--- src/sv/cks_pkg.sv ---
// ----------------------------------------------------------------------------
// cks_pkg: shared types and constants of the composite key row sorter
// Row layout, status codes and controller/datapath command and status.
// ----------------------------------------------------------------------------
package cks_pkg;

   localparam int MaxRows      = 1024;
   localparam int MaxGroupKeys = 4;
   localparam int KeyFields    = 4;
   localparam int AddrWidth    = $clog2(MaxRows);
   localparam int CountWidth   = $clog2(MaxRows + 1);
   localparam int UsedWidth    = 3;

   localparam logic [1:0] StatusPushOk   = 2'd0;
   localparam logic [1:0] StatusPushRej  = 2'd1;
   localparam logic [1:0] StatusPopped   = 2'd2;
   localparam logic [1:0] StatusPopEmpty = 2'd3;

   localparam logic OpPush = 1'b0;
   localparam logic OpPop  = 1'b1;

   typedef struct packed {
      logic [KeyFields-1:0][31:0] group_key;
      logic [63:0]                time_bits;
      logic [31:0]                first_antenna;
      logic [31:0]                second_antenna;
      logic [47:0]                row_number;
      logic [AddrWidth-1:0]       load_order;
   } row_type;

   // Controller to datapath commands.
   typedef struct packed {
      logic                 write_en;    // write wr_row at wr_addr
      logic [AddrWidth-1:0] wr_addr;
      logic                 wr_from_in;  // 1: input row, 0: last row copy
      logic                 rd_en;
      logic [AddrWidth-1:0] rd_addr;
      logic                 cmp_start;   // first row read of a scan
      logic                 cmp_take;    // compare read row against best
      logic [AddrWidth-1:0] cmp_index;   // slot of the row being compared
   } cmd_type;

   typedef struct packed {
      logic [AddrWidth-1:0] best_index;
      row_type              best_row;
      row_type              rd_row;
   } stat_type;

   // Signed 32-bit compare: -1, 0, +1 as less/equal/greater flags.
   function automatic logic [1:0] cmp_s32(input logic [31:0] a, input logic [31:0] b);
      logic [31:0] x;
      logic [31:0] y;
      x = a ^ 32'h8000_0000;
      y = b ^ 32'h8000_0000;
      cmp_s32 = {x < y, x > y};
   endfunction

   // Double compare on bits, NaN largest and all NaNs equal, signed zeros equal.
   function automatic logic [1:0] cmp_time(input logic [63:0] a, input logic [63:0] b);
      logic        an;
      logic        bn;
      logic        az;
      logic        bz;
      logic [63:0] ka;
      logic [63:0] kb;
      an = (a[62:52] == 11'h7ff) && (a[51:0] != 52'd0);
      bn = (b[62:52] == 11'h7ff) && (b[51:0] != 52'd0);
      az = (a[62:0] == 63'd0);
      bz = (b[62:0] == 63'd0);
      ka = az ? 64'h8000_0000_0000_0000 : (a[63] ? ~a : (a | 64'h8000_0000_0000_0000));
      kb = bz ? 64'h8000_0000_0000_0000 : (b[63] ? ~b : (b | 64'h8000_0000_0000_0000));
      if (an || bn) begin
         cmp_time = (an && bn) ? 2'b00 : (an ? 2'b01 : 2'b10);
      end else begin
         cmp_time = {ka < kb, ka > kb};
      end
   endfunction

endpackage

--- src/sv/cks_ctrl.sv ---
// ----------------------------------------------------------------------------
// cks_ctrl: sequencer of the row sorter
// Takes requests, runs the pop scan and the refill, and holds the response.
// ----------------------------------------------------------------------------
module cks_ctrl (
   input  logic                         clock,
   input  logic                         reset,
   input  logic                         req_valid,
   output logic                         req_ready,
   input  logic                         req_opcode,
   output logic                         rsp_valid,
   input  logic                         rsp_ready,
   output logic [1:0]                   rsp_status,
   output logic                         rsp_last_row,
   output logic                         rsp_has_row,
   output cks_pkg::cmd_type             cmd,
   input  cks_pkg::stat_type            stat
);
   import cks_pkg::*;

   typedef enum logic [5:0] {
      ST_IDLE  = 6'b000001,
      ST_SCAN  = 6'b000010,
      ST_FIN   = 6'b000100,
      ST_RDL   = 6'b001000,
      ST_WRL   = 6'b010000,
      ST_RESP  = 6'b100000
   } state_type;

   state_type             state_ff, state_in;
   logic [CountWidth-1:0] count_ff, count_in;
   logic                  drain_ff, drain_in;
   logic [AddrWidth-1:0]  rd_ptr_ff, rd_ptr_in;
   logic [AddrWidth-1:0]  cmp_ptr_ff, cmp_ptr_in;
   logic                  cmp_vld_ff, cmp_vld_in;
   logic                  first_ff, first_in;
   logic [1:0]            status_ff, status_in;
   logic                  last_ff, last_in;
   logic                  hasrow_ff, hasrow_in;
   logic [CountWidth-1:0] last_slot;

   assign last_slot = count_ff - CountWidth'(1);

   always_comb begin
      state_in   = state_ff;
      count_in   = count_ff;
      drain_in   = drain_ff;
      rd_ptr_in  = rd_ptr_ff;
      cmp_ptr_in = cmp_ptr_ff;
      cmp_vld_in = 1'b0;
      first_in   = 1'b0;
      status_in  = status_ff;
      last_in    = last_ff;
      hasrow_in  = hasrow_ff;
      cmd        = '0;
      req_ready  = (state_ff == ST_IDLE);
      case (state_ff)
         ST_IDLE: begin
            if (req_valid) begin
               last_in   = 1'b0;
               hasrow_in = 1'b0;
               if (req_opcode == OpPush) begin
                  if (drain_ff || (count_ff >= CountWidth'(MaxRows))) begin
                     status_in = StatusPushRej;
                  end else begin
                     status_in      = StatusPushOk;
                     cmd.write_en   = 1'b1;
                     cmd.wr_from_in = 1'b1;
                     cmd.wr_addr    = count_ff[AddrWidth-1:0];
                     count_in       = count_ff + CountWidth'(1);
                  end
                  state_in = ST_RESP;
               end else if (count_ff == '0) begin
                  status_in = StatusPopEmpty;
                  state_in  = ST_RESP;
               end else begin
                  // start the scan: issue read of slot 0
                  drain_in    = 1'b1;
                  cmd.rd_en   = 1'b1;
                  cmd.rd_addr = '0;
                  rd_ptr_in   = AddrWidth'(1);
                  cmp_ptr_in  = '0;
                  cmp_vld_in  = 1'b1;
                  first_in    = 1'b1;
                  state_in    = ST_SCAN;
               end
            end
         end
         ST_SCAN: begin
            // compare the row read last cycle, issue the next read
            cmd.cmp_start = cmp_vld_ff && first_ff;
            cmd.cmp_take  = cmp_vld_ff && !first_ff;
            cmd.cmp_index = cmp_ptr_ff;
            cmp_ptr_in    = rd_ptr_ff;
            if (CountWidth'(rd_ptr_ff) < count_ff && !(rd_ptr_ff == '0 && !first_ff)) begin
               cmd.rd_en   = 1'b1;
               cmd.rd_addr = rd_ptr_ff;
               rd_ptr_in   = rd_ptr_ff + AddrWidth'(1);
               cmp_vld_in  = 1'b1;
               if (rd_ptr_ff == AddrWidth'(MaxRows - 1)) begin
                  state_in = ST_FIN;
               end
            end else begin
               state_in = ST_FIN;
            end
            if (!(CountWidth'(rd_ptr_ff) < count_ff)) begin
               state_in = cmp_vld_ff ? ST_FIN : ST_RDL;
            end
         end
         ST_FIN: begin
            // last compare of the scan
            cmd.cmp_take  = cmp_vld_ff;
            cmd.cmp_index = cmp_ptr_ff;
            state_in      = ST_RDL;
         end
         ST_RDL: begin
            cmd.rd_en   = 1'b1;
            cmd.rd_addr = last_slot[AddrWidth-1:0];
            status_in   = StatusPopped;
            hasrow_in   = 1'b1;
            state_in    = ST_WRL;
         end
         ST_WRL: begin
            // move the last row into the hole, shrink the store
            cmd.write_en = 1'b1;
            cmd.wr_addr  = stat.best_index;
            count_in     = last_slot;
            if (last_slot == '0) begin
               drain_in = 1'b0;
               last_in  = 1'b1;
            end
            state_in = ST_RESP;
         end
         ST_RESP: begin
            if (rsp_ready) begin
               state_in = ST_IDLE;
            end
         end
         default: begin
            state_in = ST_IDLE;
         end
      endcase
   end

   always_ff @(posedge clock) begin
      if (reset) begin
         state_ff   <= ST_IDLE;
         count_ff   <= '0;
         drain_ff   <= 1'b0;
         cmp_vld_ff <= 1'b0;
         first_ff   <= 1'b0;
      end else begin
         state_ff   <= state_in;
         count_ff   <= count_in;
         drain_ff   <= drain_in;
         cmp_vld_ff <= cmp_vld_in;
         first_ff   <= first_in;
      end
      rd_ptr_ff  <= rd_ptr_in;
      cmp_ptr_ff <= cmp_ptr_in;
      status_ff  <= status_in;
      last_ff    <= last_in;
      hasrow_ff  <= hasrow_in;
   end

   assign rsp_valid    = (state_ff == ST_RESP);
   assign rsp_status   = status_ff;
   assign rsp_last_row = last_ff;
   assign rsp_has_row  = hasrow_ff;

endmodule

--- config.mk ---
export PLATFORM = sky130hd
export DESIGN_NAME = cks_ctrl
export DESIGN_NICKNAME = d
export VERILOG_FILES = /design/src/sv/cks_pkg.sv /design/src/sv/cks_ctrl.sv
export SDC_FILE = /design/constraint.sdc
export NUM_CORES = 1
export LEC_CHECK = 0
export ABC_AREA = 1
export BUFFER_PORTS_ARGS = -buffer_cell sky130_fd_sc_hd__buf_2
export CAP_MARGIN = 20
export CORE_AREA = 2 2 268 270
export CTS_CLUSTER_SIZE = 16
export DETAILED_ROUTE_END_ITERATION = 16
export DIE_AREA = 0 0 270 272
export PLACE_DENSITY = 0.32
export SETUP_SLACK_MARGIN = 0.4
export SKIP_LAST_GASP = 1
export SYNTH_ARGS = -nofsm -noshare
export SYNTH_HDL_FRONTEND = slang
export SYNTH_SLANG_ARGS = --single-unit
--- constraint.sdc ---
create_clock -name clock -period 3.5 [get_ports clock]
set_input_delay 0.175 -clock clock [delete_from_list [all_inputs] [get_ports clock]]
set_output_delay 0.175 -clock clock [all_outputs]
set_load 0.005 [all_outputs]
==> metrics.txt <==
initial antenna violation count 3; Slew Viols, Final 0; placed cells 1,432; Final Hold Vio Count 0; switching power 737 uW; post-route core utilization 6.61%; Final setup viols 0; Rows 98; pin count of the biggest net entering global routing 24; Critical Path Source Type register; Cell Int Power 1.07 mW; Final Critical Period 2.77 ns; critical path capture point type output pin; number of clock sinks 44; ys flop type edfxtp_1; worst-path maximum fanout 9; Worst EP required 3.32 ns; CTS Buffer Depth 2; Setup TNS 0 ns; Flop pwr share 37.2%; # DRC 0; RSZ-0062 raised after global routing false; most common cell after layout, fill and taps aside nand2_1; Reg clk slew, reported paths 0.07 ns; post-synthesis instance total 436; Yosys reg bits 44; Max-Cap Viols 0; gr usage total 3.84%; Distinct cells, synth 36; Initial Util 4.37%; Synth-to-Final Area Change 51.1%; worst setup slack after placement 0.690 ns; TritonCTS clock tree built; layout cells sized above 1 18.0%; Fmax 361 MHz; Clk Latency, worst-skew pair 0.30 ns; placer congestion estimate 0.733; DR WL/cell 9.73 um; Hold Slack 0.239 ns; total wire length 14,000 um; number of DRC markers in iteration 0 193; EDFF count, synth 24; total CTS buffers 5; max_slew headroom 61.8%; via/cell ratio 2.11; status finished, final reports clean; number of global-route vias before repair 2,885; core area 70,800 um^2; DPL Wire Length 11,800 um; clock share of power 27.7%; most frequent cells in the layout nand2_1, inv_1, nor2_1; H-tree depth 2; largest cells by area after synthesis edfxtp_1, dfxtp_1, nand2_1; cell area after synthesis 3090 um^2; design area 4670 um^2; post-synth top area share 23.3%; placed inst area 4510 um^2; Hold Path Class in -> reg; vias 3,036; Die Height 272 um; P_leak 1.71 nW; CTS Root Cell clkbuf_16; ys async rst share 0%; Seq/Total Area, Yosys 36.2%; die width 270 um; Overall Power 1.81 mW; Setup CP Type reg -> out; die area 73,400 um^2; sw frac 40.8%; port bufs 55; Power Density 387 nW/um^2; top cell type by total area after synthesis edfxtp_1; worst-margin pin slew 0.568 ns; arrival time worst endpoint 2.60 ns; first-pass GRT wire length 20,100 um; I/O Pins 684; synth warn 0; GRT Residual Overflow 0; antenna viol nets, final 0; DR pass1 iterations 4; layout net count 1,147; Comb power frac 35.1%; Max VDD drop 179 uV; synthesized net count 1,094; Final period util 79.2%; Fillers 8,394; final clock skew 0.00943 ns; final std cells w/o fill 1,441; setup ws final 0.727 ns; Syn Area/Cell 7.09 um^2
power groups by stage:
stage | Combinational, mW | Sequential (mW) | Clock, mW
final | 0.634 | 0.672 | 0.500
after global routing | 0.735 | 0.683 | 0.534
after CTS | 0.653 | 0.675 | 0.516
after detailed placement | 0.650 | 0.687 | 0
after global placement | 0.652 | 0.687 | 0
after floorplan | 0.429 | 0.664 | 0
repair_timing:
action,in CTS,in global routing
buffers inserted,0,0
resized for setup,2,3
setup endpoints to repair,2,3
hold buffers,0,0
registers in the layout, indices dropped and copies added (netlist names):
register and cells:
state_ff 6, first_ff 1, rsp_status 2, rsp_has_row 1, count_ff 11, cmp_ptr_ff 10
drain_ff 1, rsp_last_row 1, rd_ptr_ff 10, cmp_vld_ff 1
cells by family after synthesis:
kind of cell | Yosys count | synth area share, %
compound gates | 72 | 12.6
xor+xnor | 8 | 2.27
fa+ha+maj | 15 | 6.07
buf+inv | 79 | 10.1
flops | 44 | 36.2
simple gates | 218 | 32.7
cell usage after synthesis (2+ instances only):
library cell  count
nand2_1          97
inv_1            61
nor2_1           56
nand3_1          34
o21ai_0          28
a21oi_1          27
edfxtp_1         24
dfxtp_1          20
ha_1             15
nor3_1            9
nand4_1           7
buf_2             6
inv_2             6
o21ai_1           6
xor2_1            6
o211ai_1          5
clkbuf_1          3
nor2_2            3
nor2_4            3
nand4_4           2
o31ai_1           2
xnor2_1           2
worst max-delay path, stage by stage (launching register included):
cell and delay, ns:
dfxtp_1 0.46, inv_1 0.21, ha_1 0.35, nand2_1 0.08, inv_1 0.04, nand2_1 0.06, nand2_1 0.06, a21oi_2 0.19
nand3_1 0.16, inv_2 0.20, nand2_1 0.11, o21ai_1 0.20, buf_2 0.18
per-layer routing:
layer	GRT usage (%)	part of all wire, %	vias up	wire length (um)
met4	0.702	0.74	2	104
met1	5.69	53	1410	7380
met5	0	0.071	-	10
met3	1.10	5.9	10	828
li1	-	-	1543	-
met2	5.46	41	71	5690
cell type report:
cell class                      count  area, um^2  share of cell area (%)
Inverter                           69         260                    5.57
Clock buffer                        5         125                    2.68
Clock inverter                      3        23.8                   0.509
Timing Repair Buffer               56         283                    6.05
Multi-Input combinational cell    313        1670                    35.7
Tap cell                          950        1190                    25.4
Sequential cell                    44        1120                    24.0
Antenna cell                        1        2.50                  0.0535
final timing paths:
check / from / endpoint / slack [ns] / cells past startpoint
worst max-delay path: count_ff[6]$_SDFFE_PP0P_ / cmd[21] / 0.73 / 12
worst min-delay path: req_opcode / rsp_status[1]$_SDFFCE_PP1P_ / 0.24 / 3
worst max register to register: count_ff[6]$_SDFFE_PP0P_ / rd_ptr_ff[7]$_SDFFCE_PN0P_ / 0.84 / 11
worst min register to register: drain_ff$_SDFFE_PP0P_ / drain_ff$_SDFFE_PP0P_ / 0.55 / 4
No activity file was read; power rests on OpenSTA's default activity.
